## src/sv/mbd_pkg.sv

```systemverilog
// Shared types and constants for the multi-button debouncer.
// No dependencies; used by the register block, the button cell and the top level.
package mbd_pkg;

  // Fixed geometry
  localparam int BUTTONS     = 4;
  localparam int BTN_IDX_W   = $clog2(BUTTONS);
  localparam int QUERY_W     = 3;
  localparam int STAMP_W     = 32;
  localparam int LOCKOUT_W   = 16;
  localparam int COUNT_W     = 8;
  localparam logic [COUNT_W-1:0] COUNT_MAX = 8'd255;

  // Register map (word index = paddr[3:2])
  localparam int CFG_ADDR_W = 4;
  localparam int CFG_DATA_W = 32;
  localparam logic [1:0] REG_ACTIVE_LOW_MASK = 2'd0;
  localparam logic [1:0] REG_LOCKOUT_MS      = 2'd1;
  localparam logic [1:0] REG_STABLE_READS    = 2'd2;

  // Register reset values
  localparam logic [BUTTONS-1:0]   RST_ACTIVE_LOW_MASK = 4'hf;
  localparam logic [LOCKOUT_W-1:0] RST_LOCKOUT_MS      = 16'd50;
  localparam logic [COUNT_W-1:0]   RST_STABLE_READS    = 8'd3;

  // Stream payload widths
  localparam int IN_DATA_W  = 40;
  localparam int OUT_DATA_W = 16;

  // Configuration seen by the datapath
  typedef struct packed {
    logic [BUTTONS-1:0]   active_low_mask;
    logic [LOCKOUT_W-1:0] lockout_ms;
    logic [COUNT_W-1:0]   stable_reads;
  } cfg_t;

  // Per-button result of one poll
  typedef struct packed {
    logic event_flag;
    logic debounced;
    logic sample;
  } btn_status_t;

endpackage

```

## src/sv/mbd_cfg_regs.sv

```systemverilog
// APB-style configuration registers for the multi-button debouncer.
// Depends on mbd_pkg for the register map, reset values and cfg_t.
module mbd_cfg_regs (
  input  logic                             clk,
  input  logic                             rst_n,
  input  logic                             cfg_psel,
  input  logic                             cfg_penable,
  input  logic                             cfg_pwrite,
  input  logic [mbd_pkg::CFG_ADDR_W-1:0]   cfg_paddr,
  input  logic [mbd_pkg::CFG_DATA_W-1:0]   cfg_pwdata,
  output logic [mbd_pkg::CFG_DATA_W-1:0]   cfg_prdata,
  output logic                             cfg_pready,
  output mbd_pkg::cfg_t                    cfg
);

  logic [mbd_pkg::BUTTONS-1:0]   active_low_mask_r;
  logic [mbd_pkg::LOCKOUT_W-1:0] lockout_ms_r;
  logic [mbd_pkg::COUNT_W-1:0]   stable_reads_r;
  logic                          wr_en;
  logic [1:0]                    reg_idx;

  assign cfg_pready = 1'b1;
  assign reg_idx    = cfg_paddr[3:2];
  assign wr_en      = cfg_psel && cfg_penable && cfg_pwrite && cfg_pready;

  // Write on the access phase of a transfer
  always_ff @(posedge clk) begin
    if (!rst_n) begin
      active_low_mask_r <= mbd_pkg::RST_ACTIVE_LOW_MASK;
      lockout_ms_r      <= mbd_pkg::RST_LOCKOUT_MS;
      stable_reads_r    <= mbd_pkg::RST_STABLE_READS;
    end else if (wr_en) begin
      unique case (reg_idx)
        mbd_pkg::REG_ACTIVE_LOW_MASK: active_low_mask_r <= cfg_pwdata[mbd_pkg::BUTTONS-1:0];
        mbd_pkg::REG_LOCKOUT_MS:      lockout_ms_r      <= cfg_pwdata[mbd_pkg::LOCKOUT_W-1:0];
        mbd_pkg::REG_STABLE_READS:    stable_reads_r    <= cfg_pwdata[mbd_pkg::COUNT_W-1:0];
        default: ;
      endcase
    end
  end

  // Read back the addressed register, zero elsewhere
  always_comb begin
    unique case (reg_idx)
      mbd_pkg::REG_ACTIVE_LOW_MASK:
        cfg_prdata = {{(mbd_pkg::CFG_DATA_W-mbd_pkg::BUTTONS){1'b0}}, active_low_mask_r};
      mbd_pkg::REG_LOCKOUT_MS:
        cfg_prdata = {{(mbd_pkg::CFG_DATA_W-mbd_pkg::LOCKOUT_W){1'b0}}, lockout_ms_r};
      mbd_pkg::REG_STABLE_READS:
        cfg_prdata = {{(mbd_pkg::CFG_DATA_W-mbd_pkg::COUNT_W){1'b0}}, stable_reads_r};
      default:
        cfg_prdata = '0;
    endcase
  end

  assign cfg.active_low_mask = active_low_mask_r;
  assign cfg.lockout_ms      = lockout_ms_r;
  assign cfg.stable_reads    = stable_reads_r;

endmodule

```

## src/sv/mbd_button.sv

```systemverilog
// One debounced button: lockout timer test, match counter and reported state.
// Depends on mbd_pkg for widths and btn_status_t.
module mbd_button (
  input  logic                            clk,
  input  logic                            rst_n,
  input  logic                            step,
  input  logic [mbd_pkg::STAMP_W-1:0]     now_ms,
  input  logic                            raw_level,
  input  logic                            active_low,
  input  logic [mbd_pkg::LOCKOUT_W-1:0]   lockout_ms,
  input  logic [mbd_pkg::COUNT_W-1:0]     stable_reads,
  output mbd_pkg::btn_status_t            status
);

  logic                          sample_r, sample_nxt;
  logic [mbd_pkg::COUNT_W-1:0]   count_r, count_nxt;
  logic                          deb_r, deb_nxt;
  logic [mbd_pkg::STAMP_W-1:0]   stamp_r, stamp_nxt;
  logic [mbd_pkg::STAMP_W-1:0]   elapsed;
  logic                          locked;
  logic                          pressed;
  logic                          report;

  // Elapsed time wraps modulo 2^32
  assign elapsed = now_ms - stamp_r;
  assign locked  = elapsed < {{(mbd_pkg::STAMP_W-mbd_pkg::LOCKOUT_W){1'b0}}, lockout_ms};
  assign pressed = raw_level ^ active_low;

  // Count matching reads, report a settled change
  always_comb begin
    sample_nxt = sample_r;
    count_nxt  = count_r;
    deb_nxt    = deb_r;
    stamp_nxt  = stamp_r;
    report     = 1'b0;
    if (!locked) begin
      if (pressed == sample_r) begin
        if (count_r != mbd_pkg::COUNT_MAX) count_nxt = count_r + 1'b1;
      end else begin
        sample_nxt = pressed;
        count_nxt  = 8'd1;
      end
      if ((count_nxt >= stable_reads) && (pressed != deb_r)) begin
        report    = 1'b1;
        deb_nxt   = pressed;
        stamp_nxt = now_ms;
      end
    end
  end

  // Advance state once per processed poll
  always_ff @(posedge clk) begin
    if (!rst_n) begin
      sample_r <= 1'b0;
      count_r  <= '0;
      deb_r    <= 1'b0;
      stamp_r  <= '0;
    end else if (step) begin
      sample_r <= sample_nxt;
      count_r  <= count_nxt;
      deb_r    <= deb_nxt;
      stamp_r  <= stamp_nxt;
    end
  end

  assign status.event_flag = report;
  assign status.debounced  = deb_nxt;
  assign status.sample     = sample_nxt;

endmodule

```

## src/sv/multi_button_debouncer.sv

```systemverilog
// Multi-button debouncer top level: input register, button cells, result register.
// Depends on mbd_pkg, mbd_cfg_regs and mbd_button.
// A poll waits in the input register; its result is held in the result register.
// Throughput: one poll per cycle unless out_tready stalls; the single-pass update of the
// button cells between the input and result registers sets that figure.
// Reset: synchronous, active low; clears the input valid flag, the result register and
// all button state, and loads the register defaults.
module multi_button_debouncer (
  input  logic                               clk,
  input  logic                               rst_n,
  // in_tdata: [31:0] now_ms, [35:32] raw_levels, [38:36] query_button, [39] zero
  input  logic                               in_tvalid,
  output logic                               in_tready,
  input  logic [mbd_pkg::IN_DATA_W-1:0]      in_tdata,
  // out_tdata: [3:0] event_mask, [7:4] reported_levels, [8] query_pressed, [15:9] zero
  output logic                               out_tvalid,
  input  logic                               out_tready,
  output logic [mbd_pkg::OUT_DATA_W-1:0]     out_tdata,
  input  logic                               cfg_psel,
  input  logic                               cfg_penable,
  input  logic                               cfg_pwrite,
  input  logic [mbd_pkg::CFG_ADDR_W-1:0]     cfg_paddr,
  input  logic [mbd_pkg::CFG_DATA_W-1:0]     cfg_pwdata,
  output logic [mbd_pkg::CFG_DATA_W-1:0]     cfg_prdata,
  output logic                               cfg_pready
);

  mbd_pkg::cfg_t                         cfg;
  mbd_pkg::btn_status_t                  status [mbd_pkg::BUTTONS];

  logic                                  in_valid_r;
  logic [mbd_pkg::STAMP_W-1:0]           now_r;
  logic [mbd_pkg::BUTTONS-1:0]           raw_r;
  logic [mbd_pkg::QUERY_W-1:0]           query_r;
  logic                                  out_valid_r;
  logic [mbd_pkg::BUTTONS-1:0]           event_r, event_nxt;
  logic [mbd_pkg::BUTTONS-1:0]           levels_r, levels_nxt;
  logic                                  qp_r, qp_nxt;
  logic [mbd_pkg::BUTTONS-1:0]           sample_vec;
  logic                                  advance;
  logic                                  in_xfer;

  mbd_cfg_regs u_cfg (
    .clk         (clk),
    .rst_n       (rst_n),
    .cfg_psel    (cfg_psel),
    .cfg_penable (cfg_penable),
    .cfg_pwrite  (cfg_pwrite),
    .cfg_paddr   (cfg_paddr),
    .cfg_pwdata  (cfg_pwdata),
    .cfg_prdata  (cfg_prdata),
    .cfg_pready  (cfg_pready),
    .cfg         (cfg)
  );

  // Process the held poll when the result register is free or draining
  assign advance   = in_valid_r && (!out_valid_r || out_tready);
  assign in_tready = !in_valid_r || advance;
  assign in_xfer   = in_tvalid && in_tready;

  // Input register
  always_ff @(posedge clk) begin
    if (!rst_n) begin
      in_valid_r <= 1'b0;
    end else if (in_tready) begin
      in_valid_r <= in_tvalid;
    end
  end

  always_ff @(posedge clk) begin
    if (in_xfer) begin
      now_r   <= in_tdata[31:0];
      raw_r   <= in_tdata[35:32];
      query_r <= in_tdata[38:36];
    end
  end

  // Button cells
  for (genvar i = 0; i < mbd_pkg::BUTTONS; i++) begin : g_btn
    mbd_button u_btn (
      .clk          (clk),
      .rst_n        (rst_n),
      .step         (advance),
      .now_ms       (now_r),
      .raw_level    (raw_r[i]),
      .active_low   (cfg.active_low_mask[i]),
      .lockout_ms   (cfg.lockout_ms),
      .stable_reads (cfg.stable_reads),
      .status       (status[i])
    );
    assign event_nxt[i]  = status[i].event_flag;
    assign levels_nxt[i] = status[i].debounced;
    assign sample_vec[i] = status[i].sample;
  end

  // Query: out-of-range buttons read as not pressed
  always_comb begin
    if (query_r < mbd_pkg::QUERY_W'(mbd_pkg::BUTTONS)) begin
      qp_nxt = sample_vec[query_r[mbd_pkg::BTN_IDX_W-1:0]];
    end else begin
      qp_nxt = 1'b0;
    end
  end

  // Result register
  always_ff @(posedge clk) begin
    if (!rst_n) begin
      out_valid_r <= 1'b0;
    end else if (!out_valid_r || out_tready) begin
      out_valid_r <= advance;
    end
  end

  // Result fields track the button state, so they clear with it
  always_ff @(posedge clk) begin
    if (!rst_n) begin
      event_r  <= '0;
      levels_r <= '0;
      qp_r     <= 1'b0;
    end else if (advance) begin
      event_r  <= event_nxt;
      levels_r <= levels_nxt;
      qp_r     <= qp_nxt;
    end
  end

  assign out_tvalid = out_valid_r;
  assign out_tdata  = {7'b0, qp_r, levels_r, event_r};

  // A processed poll always lands in the result register
  a_advance_loads: assert property (@(posedge clk) disable iff (!rst_n)
    advance |=> out_tvalid)
    else $error("processed poll did not produce a result");

  // An event flag implies the reported level flipped on that button
  a_event_flips: assert property (@(posedge clk) disable iff (!rst_n)
    advance |-> ((event_nxt & ~(levels_nxt ^ levels_r)) == '0))
    else $error("event flagged without a level change");

  // Reported levels hold while no poll is processed
  a_levels_hold: assert property (@(posedge clk) disable iff (!rst_n)
    (!advance && in_valid_r && out_valid_r) |=> $stable(levels_nxt) || advance)
    else $error("button state moved without a processed poll");

  // A held result is never overwritten while stalled
  a_no_overrun: assert property (@(posedge clk) disable iff (!rst_n)
    (out_valid_r && !out_tready) |-> !advance)
    else $error("result register overwritten during stall");

endmodule

```

## config.mk

```make
export PLATFORM = sky130hd
export DESIGN_NAME = multi_button_debouncer
export DESIGN_NICKNAME = d
export VERILOG_FILES = /design/src/sv/mbd_pkg.sv /design/src/sv/mbd_cfg_regs.sv /design/src/sv/mbd_button.sv /design/src/sv/multi_button_debouncer.sv
export SDC_FILE = /design/constraint.sdc
export NUM_CORES = 1
export LEC_CHECK = 0
export ABC_AREA = 1
export BUFFER_PORTS_ARGS = -buffer_cell sky130_fd_sc_hd__buf_2
export CAP_MARGIN = 0
export CORE_ASPECT_RATIO = 1.25
export CORE_MARGIN = 3
export CORE_UTILIZATION = 25
export CTS_CLUSTER_SIZE = 14
export DETAILED_ROUTE_END_ITERATION = 8
export GPL_TIMING_DRIVEN = 0
export SLEW_MARGIN = 0
export SYNTH_ARGS = -nofsm -noshare
export SYNTH_HDL_FRONTEND = slang
export SYNTH_SLANG_ARGS = --single-unit
```

## constraint.sdc

```tcl
create_clock -name clk -period 3.5 [get_ports clk]
set_input_delay 0.35 -clock clk [delete_from_list [all_inputs] [get_ports clk]]
set_output_delay 0.35 -clock clk [all_outputs]
set_load 0.05 [all_outputs]
```

Word level (Yosys, flattened, before mapping)
Index checks and enable logic that the tools add are counted.
- order comparisons: 10
- add/sub/neg operators: 8
- muxes and demuxes: 40
- equal/unequal tests: 14
- reductions and logical operators: 24
- bitwise logic cells: 8
- operators by type and width (cell ; count):
    32-bit by 16-bit less-than comparator with 1-bit output ; 4
    32-bit subtractor ; 4
    8-bit two-way mux ; 12
    16-bit one-hot mux with 3 select lines ; 1
    8-bit by 1-bit adder with 8-bit output, second input constant ; 4
    8-bit >= comparator ; 4
    8-bit != test, second input constant ; 4
    1-bit two-way mux ; 26
    2-bit AND reduction ; 7
    3-bit AND reduction ; 4
    1-bit logical AND ; 8
    1-bit equality test ; 4
    1-bit != test ; 4
    1-bit inverter ; 4
    1-bit bitwise XOR ; 4
    2-bit by 3-bit less-than comparator with 1-bit output, second input constant ; 1
    3-bit less-than comparator, second input constant ; 1
    1-bit binary-select mux with 2-bit select ; 1
    2-bit by 1-bit equality test with 1-bit output, second input constant ; 1
    2-bit equality test, second input constant ; 1
    1-bit zero test ; 2
    2-bit zero test ; 1
    1-bit logical OR ; 2
- bits in registers: 246
- logic and storage cells: 131
- output and inout port bits: 51
- bits of input ports: 83

Logic depth before layout (Yosys ltp)
Gate-level depths: netlist of run 1.
- depth after elaboration: 8
- depth in mapped cells: 28
- depth with buffers taken out: 28

By module
A second synthesis of run 1 with hierarchy kept.
- cells, all modules: 4310
- area, all modules: 24760.0 um^2
- by module, submodules not included (module ; cells an instance ; times used ; area each (um^2)):
    mbd_button (g_btn[1].u_btn ...) ; 973 ; 3 ; 5303.8
    mbd_button (g_btn[0].u_btn) ; 1048 ; 1 ; 5655.4
    multi_button_debouncer ; 107 ; 1 ; 1671.6
    mbd_cfg_regs ; 236 ; 1 ; 1521.5

Worst setup path after synthesis of run 1
Ideal clock, no wire load.
- path kind: register -> register
- start: register now_r[1] in the netlist's numbering
- end: register event_r[3] in the netlist's numbering
- path slack: 0.163 ns
- data required time: 3.369 ns
- arrival time: 3.206 ns
- stages on the path, launching flop included: 24
- library setup time: 0.131 ns
- period minus slack after synthesis: 3.337 ns
- cells stage by stage: edfxtp_1 > inv_1 > fa_1 > inv_1 > nand2_1 > nand3_1 > nand3_1 > nand2_1 > xor2_1 > ha_1 > nand2_1 > nor2_1 > a211oi_1 > nand3_1 > nor2_1 > nand2_1 > nor2_2 > nand3_2 > nand2_1 > inv_2 > o211ai_2 > buf_6 > buf_8 > a21oi_2
- longest elaborated chain between the ends: 3
- ends and longest elaborated chain (element ; line ; text):
    start, declared ; multi_button_debouncer.sv:32 ; logic [mbd_pkg::STAMP_W-1:0] now_r;
    start signal, assigned ; multi_button_debouncer.sv:72 ; now_r <= in_tdata[31:0];
    32-bit subtractor ; mbd_button.sv:25 ; assign elapsed = now_ms - stamp_r;
    32-bit by 16-bit less-than comparator with 1-bit output ; mbd_button.sv:26 ; assign locked = elapsed < {{(mbd_pkg::STAMP_W-mbd_pkg::LOCKOUT_W){1'b0}}, lockout_ms};
    1-bit two-way mux ; mbd_button.sv:36 ; if (!locked) begin
    end signal, assigned ; multi_button_debouncer.sv:121 ; event_r <= event_nxt;
    end, declared ; multi_button_debouncer.sv:36 ; logic [mbd_pkg::BUTTONS-1:0] event_r, event_nxt;
Every way passes these cells.
A chain may end at the register's enable or synchronous reset.

Worst setup path in the final report of run 1
- start: register now_r[1] in the netlist's numbering
- end: register levels_r[3] in the netlist's numbering
- longest elaborated chain between the ends: 3
- ends and longest elaborated chain (element ; line ; text):
    32-bit subtractor ; mbd_button.sv:25 ;
    32-bit by 16-bit less-than comparator with 1-bit output ; mbd_button.sv:26 ;
    1-bit two-way mux ; mbd_button.sv:36 ;
    end signal, assigned ; multi_button_debouncer.sv:122 ; levels_r <= levels_nxt;
    end, declared ; multi_button_debouncer.sv:37 ; logic [mbd_pkg::BUTTONS-1:0] levels_r, levels_nxt;
Every way passes these cells.

==> flow_summary.toml, run 1 <==
[die]
die_h_um = 336
die_width_um = 270
core_area_mm2 = 0.0862
fp-row-count = 120
ioPinCount = 134
die_area_mm2 = 0.0909
initial_core_util = 0.253

[power_and_ir_drop]
ir_drop_mv = 0.405
p_sw_uw = 3930
p_seq_frac = 0.296
sw_frac_of_total = 0.373
power.density_mw_per_mm2 = 373
internal_power_uw = 6600
p_clk_frac = 0.331
p_leak_uw = 0.0139
combPwrFrac = 0.374

[logic_synthesis]
seq_area_frac_synth = 0.240
yosysUniqueCellTypes = 51
synth_ff_type = "dfxtp_1"
synth_edf_count = 39
avgSynthCellArea_um2 = 6.18
postSynthCellCount = 3534
async_flop_share = 0
syn_area_mm2 = 0.0218
synth_seq_cells = 242
yosys_warnings = 0

[layout]
num_antenna_cells = 0
final_area_mm2 = 0.0282
stdcell_count = 5029
multi_input_area_mm2 = 0.0147
fill_cells = 9365
fin_nets = 4153
area_growth_pct = 29.3
drive_gt1_frac = 0.167
ff_latch_area_mm2 = 0.00524
fin_util = 0.328

[critical_path]
start_kind = "flip-flop"
max_stage_delay_ps = 420
rr_endpoint = "levels_r[3]"
required_ps = 4020
cpMostUsedCell = "buf_12"
arrival_ps = 4470
path_class = "reg -> reg"
slowest_stage = "fa_2"
crit_fanout = 5
r2r_cells = 27
r2r-start = "now_r[1]"
end_kind = "flip-flop"
r2r_slack_ps = -450

[clocking]
clkTransAtPathRegs_ps = 60
worstSkewPairLatency_ps = 610
cts_htree_levels = 1
cts_made_buffers = 30
clockBufferDepth = 3
cts-root-buf = "clkbuf_16"
cts_tree = "yes"
cts.sinks = 242

[timing]
slew_headroom = 0.234
setup_violations = 167
tightestPinTransition_ps = 1150
maxSlewViolCount = 0
finalCritPeriodShare = 1.13
finalHoldViolations = 0
period_minus_slack_ps = 3950
fmax_mhz = 253
rsz0062_at_grt = "true"
worst_hold_slack_ps = 35.0
clock_skew_ps = 29.7
layout_setup_ws_ps = -448

[min_path]
worstHoldStart = "cfg_pwdata[2]"
min_path_type = "in -> reg"
hold_path_depth = 3
holdPathEnd = "u_cfg.active_low_mask_r[2]"

[outcome]
violations = "setup timing"
outcome = "complete, but fails checks"

[grt]
track_usage = 0.167
grt_start_max_net_pins = 33
grt_use_met1 = 0.185
grt.overflow.total = 0
top_usage_layer = "met2"
use_met3 = 0.0158
grt_pass1_wl_um = 118000
met2_usage = 0.315
grt_pass1_vias = 21100
antenna_found_initial = 0

[placed_design]
placed_cell_area_mm2 = 0.0238
placed_cells = 4806
gp_congestion = 0.926
dpl.hpwl_um = 59700
io_buffers = 90

[route]
vias = 22700
drc = 0
drt_iter0_drc = 1209
route.detailed.vias_per_inst = 4.51
drt_wl_total_um = 79500
final_antenna_net_count = 0
wire_per_inst_um = 15.8
dr.pass1.iters = 5

[job]
maxCapViolCount = 0
==> worst max-delay path: cells and delay by family (launching register included) <==
family,cells,cell delay (ps)
simple gates,11,1260
buf+inv,8,980
fa+ha+maj,2,600
compound gates,5,580
flops,1,340
xor+xnor,1,90
==> power by group through the flow <==
stage               logic (uW)  registers (uW)  clock network (uW)
finish                    3940            3120                3480
global placement          3120            3230                   0
CTS                       3700            3110                3570
global route              4390            3130                3660
detailed placement        3160            3230                   0
floorplan                 2380            3130                   0
==> cells by family (layout without fill, tap and decap cells) <==
group           count (synthesis)  after routing  synth area share
compound gates                596            596             0.152
xor+xnor                       70             70            0.0281
fa+ha+maj                     224            224             0.130
buf+inv                       817           1131             0.153
flops                         242            242             0.240
other cells                     2             24          0.000344
simple gates                 1583           1583             0.297
==> state kept, by name (all words and copies together), names as in the netlist <==
name	cells
query_r	3
raw_r	4
event_r	4
u_cfg.active_low_mask_r	4
g_btn.u_btn.sample_r	4
g_btn.u_btn.count_r	32
u_cfg.stable_reads_r	8
qp_r	1
u_cfg.lockout_ms_r	16
levels_r	4
now_r	32
out_tvalid	1
g_btn.u_btn.stamp_r	128
in_valid_r	1
==> routing by layer <==
metal	share of wire	vias up
met5	0	-
met4	0.060	0
met3	0.041	158
met2	0.50	581
met1	0.40	10200
li1	-	11700
==> cells in the mapped netlist (all sizes together), types with 12 or more instances <==
cell type  count  area share
o211ai        12      0.0044
clkbuf        26      0.0045
nand3        140       0.033
nor3          28      0.0069
edfxtp        39       0.054
dfxtp        203        0.19
nand3b        14      0.0048
a21oi        310       0.077
o21bai        12      0.0041
a211oi        16      0.0055
nand4         39       0.011
nor2         259       0.046
xor2          62       0.025
ha           220        0.13
nand2       1078        0.19
buf           61       0.023
inv          728        0.13
o21ai        210       0.048
==> worst max-delay path by stage <==
stage	startpoint	endpoint	depth (start not counted)
3_3_place_gp	now_r[1]	event_r[3]	23
4_1_cts	now_r[4]	event_r[3]	25
5_1_grt	now_r[4]	levels_r[3]	27
2_1_floorplan	now_r[1]	event_r[3]	23
3_5_place_dp	now_r[1]	event_r[3]	23
6_report	now_r[1]	levels_r[3]	27
==> area by class of cell <==
class | count | share of cell area
clock inverter | 21 | 0.00878
clock buffer | 35 | 0.0303
buffer | 86 | 0.0260
inverter | 730 | 0.0979
timing repair buffer | 258 | 0.0808
multi-input combinational | 2497 | 0.519
tap | 1159 | 0.0514
sequential | 242 | 0.185
timing repair inverter | 1 | 0.000177
==> through the flow <==
stage / total power (uW) / setup TNS, ps / setup WS (ps)
detailed placement: 6390 / -206160 / -1560
global route: 11200 / -77080 / -588
floorplan: 5520 / 0 / 163
CTS: 10400 / -40040 / -401
global placement: 6350 / -209660 / -1590
finish: 10500 / -48130 / -448
==> placed cells by master (no fill, tap or decap), types with 16 or more instances in the layout <==
master / n
xor2_1: 55
nand2_2: 63
clkbuf_16: 40
conb_1: 24
ha_1: 172
ha_4: 45
o21ai_2: 21
edfxtp_1: 39
nand4_1: 39
clkbuf_1: 27
buf_4: 121
nor2_2: 30
o21ai_1: 46
o21ai_0: 142
nand2_1: 1002
nor2_4: 16
inv_1: 709
buf_12: 26
a21oi_1: 256
dlygate4sd3_1: 41
buf_2: 92
a21oi_2: 54
buf_6: 20
nand3_1: 122
dfxtp_1: 203
nor2_1: 213
nor3_1: 23
==> what timing repair did <==
item	in CTS	in global routing
gates resized for setup	212	143
pin swaps	58	78
endpoints found under the setup margin	173	173
endpoints found under the hold margin	42	0
cloned	3	7
setup buffers	89	29
hold buffers	41	0
No activity file was read; power rests on OpenSTA's default activity.
==> run 2, diff against run 1 <==
- MAX_ROUTING_LAYER: unset -> met4
==> run 2 against run 1 <==
  * The flow still finishes with violations (setup timing)
  * Global-route usage up 1.0 points
  * Clock skew down 7.1 ps
  * Sequential cell count unchanged
==> flow_summary.toml, run 2 (same netlist as run 1, synthesis figures left out) <==
[layout]
num_antenna_cells = 0
stdcell_count = 5079
largest-register = "g_btn.u_btn.stamp_r"
final_common_cell = "nand2_1"
final_cell_mix = "nand2_1 (1019), inv_1 (714), nor2_1 (215), a21oi_1 (205), dfxtp_1 (203)"
largest_reg_flops = 128
fill_cells = 9168
drive_gt1_frac = 0.207
fin_nets = 4203
reg_top3 = "g_btn.u_btn.stamp_r: 128 flops, g_btn.u_btn.count_r: 32 flops, now_r: 32 flops"
area_growth_pct = 34.9

[grt]
grt_pass1_wl_um = 122000
grt_start_max_net_pins = 33
track_usage = 0.177
grt_pass1_vias = 21900
grt.overflow.total = 0
antenna_found_initial = 1

[power_and_ir_drop]
ir_drop_mv = 0.333
power.density_mw_per_mm2 = 365
p_leak_uw = 0.0144

[die]
fp-row-count = 120
ioPinCount = 134
initial_core_util = 0.253
die_h_um = 336
die_width_um = 270
die_area_mm2 = 0.0909
core_area_mm2 = 0.0862

[timing]
fmax_mhz = 245
slew_headroom = 0.143
setup_violations = 173
clock_skew_ps = 22.6
rsz0062_at_grt = "true"
period_minus_slack_ps = 4090
finalHoldViolations = 0
layout_setup_ws_ps = -585
maxSlewViolCount = 0
tightestPinTransition_ps = 1280
worst_hold_slack_ps = 35.0
finalCritPeriodShare = 1.17

[critical_path]
path_class = "reg -> reg"
crit_buf_inv = 7
end_kind = "flip-flop"
crit_fanout = 5
slowest_stage = "edfxtp_1"
start_kind = "flip-flop"
required_ps = 4030
crit_family = "buffers and inverters"
max_stage_delay_ps = 580
arrival_ps = 4620

[route]
final_antenna_net_count = 0
drt_wl_total_um = 82300
drt_iter0_drc = 1178
drc = 0
route.detailed.vias_per_inst = 4.56
wire_per_inst_um = 16.2
vias = 23100
dr.pass1.iters = 5

[clocking]
worstSkewPairLatency_ps = 610
cts_made_buffers = 30
cts_tree = "yes"
cts_htree_levels = 1
cts-root-buf = "clkbuf_16"
clockBufferDepth = 3
cts.sinks = 242
clkTransAtPathRegs_ps = 70

[placed_design]
placed_cells = 4806
gp_congestion = 0.938
io_buffers = 90
dpl.hpwl_um = 60000

[outcome]
violations = "setup timing"
outcome = "complete, but fails checks"

[job]
maxCapViolCount = 0

[min_path]
min_path_type = "in -> reg"
[run 2: cell count changes in the layout (fill, tap and decap cells not counted), moves of 16 or more]
cell,previous run,this run
ha_1,172,188
o21ai_2,21,97
a21oi_2,54,101
nand2_1,1002,1019
o21ai_1,46,30
ha_4,45,20
o21ai_4,1,18
o21ai_0,142,65
a21oi_1,256,205
buf_6,20,45
[run 2: area by class of cell]
class                           count  area [um2]  area share
Timing Repair Buffer              316        3070       0.104
Tap cell                         1159        1450      0.0492
Inverter                          730        2760      0.0938
Buffer                             79         692      0.0235
Sequential cell                   242        5240       0.178
Clock buffer                       36         868      0.0295
Multi-Input combinational cell   2497       15100       0.514
Clock inverter                     20         244     0.00828
[run 2: per-stage QoR]
stage / util / power, uW / area, um2 / setup TNS [ps] / setup slack (ps)
2_1_floorplan: - / 5520 / 21900 / 0 / 163
3_3_place_gp: 0.276 / 6350 / 23800 / -213610 / -1590
3_5_place_dp: 0.277 / 6400 / 23800 / -214200 / -1580
4_1_cts: 0.329 / 10600 / 28400 / -57580 / -519
5_1_grt: 0.342 / 11400 / 29500 / -100840 / -723
6_report: 0.342 / 10800 / 29500 / -77140 / -585
[run 2: layer usage]
metal  track usage  vias up  wire, um
li1              -    11800         -
met1         0.189    10600     32500
met2         0.314      555     39700
met3        0.0182      225      3590
met4         0.112        0      6480
met5             -        -         0
[run 2: worst paths after layout]
kind | startpoint | slack (ps) | end | cells after the start
setup / recovery | now_r[1] | -590 | levels_r[3] | 25
hold / removal | cfg_pwdata[5] | 30 | u_cfg.lockout_ms_r[5] | 3
setup reg to reg | now_r[1] | -590 | levels_r[3] | 25
hold reg to reg | g_btn[1].u_btn.stamp_r[16] | 460 | g_btn[1].u_btn.stamp_r[16] | 2
[run 2: repair_timing]
| item | 4_1_cts | 5_1_grt |
|---|---|---|
| hold buffers | 42 | 0 |
| cloned | 20 | 3 |
| hold endpoints to repair | 44 | 0 |
| buffers inserted | 119 | 63 |
| endpoints found under the setup margin | 173 | 173 |
| pin swaps | 88 | 79 |
| resized for setup | 411 | 259 |
[run 2: worst min-delay path, cell delays in order]
cell	delay, ps
buf_2	110
nand2_1	60
o211ai_1	70
[run 2: power breakdown]
part           switching, uW  leakage [uW]  total [uW]  internal [uW]
logic                   2500        0.0118        4130           1630
clock network           1400      0.000542        3490           2090
registers                142       0.00203        3130           2990
total                   4040        0.0144       10800           6710
==> run 3, diff against run 2 <==
==> constraint.sdc (replaced) <==
create_clock -name clk -period 3.5 [get_ports clk]
set_input_delay 0.875 -clock clk [delete_from_list [all_inputs] [get_ports clk]]
set_output_delay 0.875 -clock clk [all_outputs]
set_load 0.05 [all_outputs]
==> run 3 against run 2 <==
  * The run still ends with setup timing left
  * First-iteration DRC count fell by 1.1%
  * Design area down 1.7%
  * Utilization fell by 0.58 points
  * Final cell count down 0.87%
  * Power decreased by 0.51%
  * Largest cell class unchanged
  * Largest power group unchanged
  * Highest routed layer unchanged
==> flow_summary.toml, run 3 (same netlist as run 1, synthesis figures left out) <==
[job]
maxCapViolCount = 0

[layout]
largest_reg_flops = 128
area_growth_pct = 32.7
fin_util = 0.336
drive_gt1_frac = 0.206
stdcell_count = 5035
final_common_cell = "nand2_1"
largest-register = "g_btn.u_btn.stamp_r"
reg_top3 = "g_btn.u_btn.stamp_r: 128 flops, g_btn.u_btn.count_r: 32 flops, now_r: 32 flops"
final_cell_mix = "nand2_1 (1019), inv_1 (714), nor2_1 (216), a21oi_1 (208), dfxtp_1 (203)"
fin_nets = 4158

[placed_design]
io_buffers = 90
placed_cells = 4806
dpl.hpwl_um = 60000
gp_congestion = 0.938

[timing]
finalHoldViolations = 0
tightestPinTransition_ps = 1250
fmax_mhz = 247
finalCritPeriodShare = 1.16
setup_violations = 173
period_minus_slack_ps = 4050
slew_headroom = 0.168
maxSlewViolCount = 0
clock_skew_ps = 21.5
layout_setup_ws_ps = -548
rsz0062_at_grt = "true"

[power_and_ir_drop]
power.density_mw_per_mm2 = 370
sw_frac_of_total = 0.377
p_leak_uw = 0.0142
internal_power_uw = 6670
p_seq_frac = 0.293
ir_drop_mv = 0.331
p_sw_uw = 4030
p_clk_frac = 0.327
combPwrFrac = 0.381

[critical_path]
crit_fanout = 6
r2r_cells = 23
cp.depth = 23
r2r_slack_ps = -550
crit_start = "now_r[1]"
required_ps = 4040
start_kind = "flip-flop"
crit_family = "buffers and inverters"
crit_buf_inv = 8
rr_endpoint = "g_btn[1].u_btn.stamp_r[31]"
path_class = "reg -> reg"
endpoint = "g_btn[1].u_btn.stamp_r[31]"
crit_chain = "clkinvlp_4 > buf_8 > buf_6 > fa_2 > inv_4 > nand2_1 > nand3_2 > nand2_2 > nand2_2 > xor2_2 > ha_1 > buf_4 > nand2_1 > o221ai_2 > a21oi_4 > nand3_4 > nand2_4 > inv_4 > nand3_4 > buf_6 > buf_12 > o21ai_4 > a21oi_4"
end_kind = "flip-flop"
max_stage_delay_ps = 560
arrival_ps = 4590
r2r-start = "now_r[1]"
slowest_stage = "edfxtp_1"

[grt]
grt_pass1_wl_um = 121000
grt_start_max_net_pins = 33
antenna_found_initial = 2
grt.overflow.total = 0
track_usage = 0.176
grt_pass1_vias = 21700

[die]
die_area_mm2 = 0.0909
fp-row-count = 120
die_h_um = 336
core_area_mm2 = 0.0862
initial_core_util = 0.253
ioPinCount = 134
die_width_um = 270

[route]
vias = 22900
drc = 0
final_antenna_net_count = 0
wire_per_inst_um = 16.2
drt_iter0_drc = 1165
dr.pass1.iters = 5
route.detailed.vias_per_inst = 4.55
drt_wl_total_um = 81800

[min_path]
hold_path_depth = 1
min_path_type = "in -> reg"

[clocking]
cts-root-buf = "clkbuf_16"
cts_made_buffers = 30
cts.sinks = 242
worstSkewPairLatency_ps = 610
cts_htree_levels = 1
cts_tree = "yes"
clkTransAtPathRegs_ps = 70
clockBufferDepth = 3
hold_buffers = 0

[outcome]
violations = "setup timing"
outcome = "complete, but fails checks"
==> run 3: cell types whose count changed in the layout (fill, tap and decap cells not counted), sizes merged <==
cell and change:
diode +1, clkbuf -1, buf -2, dlygate4sd3 -42
==> run 3: stage by stage <==
step	total power (uW)	hold slack (ps)	setup TNS, ps	area [um2]	setup WS [ps]
finish	10700	445	-73370	29000	-548
global route	11300	421	-103020	29000	-733
global placement	6350	438	-213610	23800	-1590
CTS	10500	410	-57580	28000	-519
floorplan	5520	427	0	21900	163
detailed placement	6400	443	-214200	23800	-1580
==> run 3: routing by layer <==
layer | vias to the layer above | global-route usage | wire length (um)
li1 | 11700 | - | -
met1 | 10400 | 0.188 | 32400
met2 | 547 | 0.313 | 39500
met3 | 227 | 0.0185 | 3460
met4 | 0 | 0.112 | 6450
met5 | - | - | 0
==> run 3: power groups by stage <==
stage	clock [uW]	combinational, uW	sequential [uW]
6_report	3490	4070	3130
5_1_grt	3660	4520	3140
4_1_cts	3580	3820	3130
3_5_place_dp	0	3170	3230
3_3_place_gp	0	3130	3230
2_1_floorplan	0	2380	3130
==> run 3: cell type report <==
cell class / instances / area [um2]
Multi-Input combinational cell: 2497 / 15100
Clock inverter: 20 / 244
Tap cell: 1159 / 1450
Clock buffer: 36 / 868
Fill cell: 9242 / 57200
Buffer: 79 / 687
Antenna cell: 1 / 2.50
Sequential cell: 242 / 5240
Inverter: 730 / 2760
Timing Repair Buffer: 271 / 2610
==> run 3: worst reg2reg max path: stages, from the launching register on <==
cell,delay [ps]
edfxtp_1,560
clkinvlp_4,210
buf_8,170
buf_6,120
fa_2,410
inv_4,100
nand2_1,80
nand3_2,130
nand2_2,60
nand2_2,90
xor2_2,180
ha_1,270
buf_4,140
nand2_1,70
o221ai_2,130
a21oi_4,260
nand3_4,130
nand2_4,110
inv_4,50
nand3_4,160
buf_6,190
buf_12,150
o21ai_4,70
a21oi_4,160
==> run 3: how the worst min path moves through the flow <==
stage,end,start,slack [ps]
floorplan,g_btn[2].u_btn.stamp_r[0],g_btn[2].u_btn.stamp_r[0],430
global placement,g_btn[3].u_btn.stamp_r[0],g_btn[3].u_btn.stamp_r[0],440
detailed placement,g_btn[3].u_btn.stamp_r[0],g_btn[3].u_btn.stamp_r[0],440
CTS,now_r[14],in_tdata[14],410
global route,now_r[14],in_tdata[14],420
finish,now_r[14],in_tdata[14],440
==> run 3: repair_timing <==
action / CTS / global route
buffers inserted: 119 / 60
setup endpoints to repair: 173 / 173
cloned: 20 / 2
resized for setup: 411 / 242
pin swaps: 88 / 77
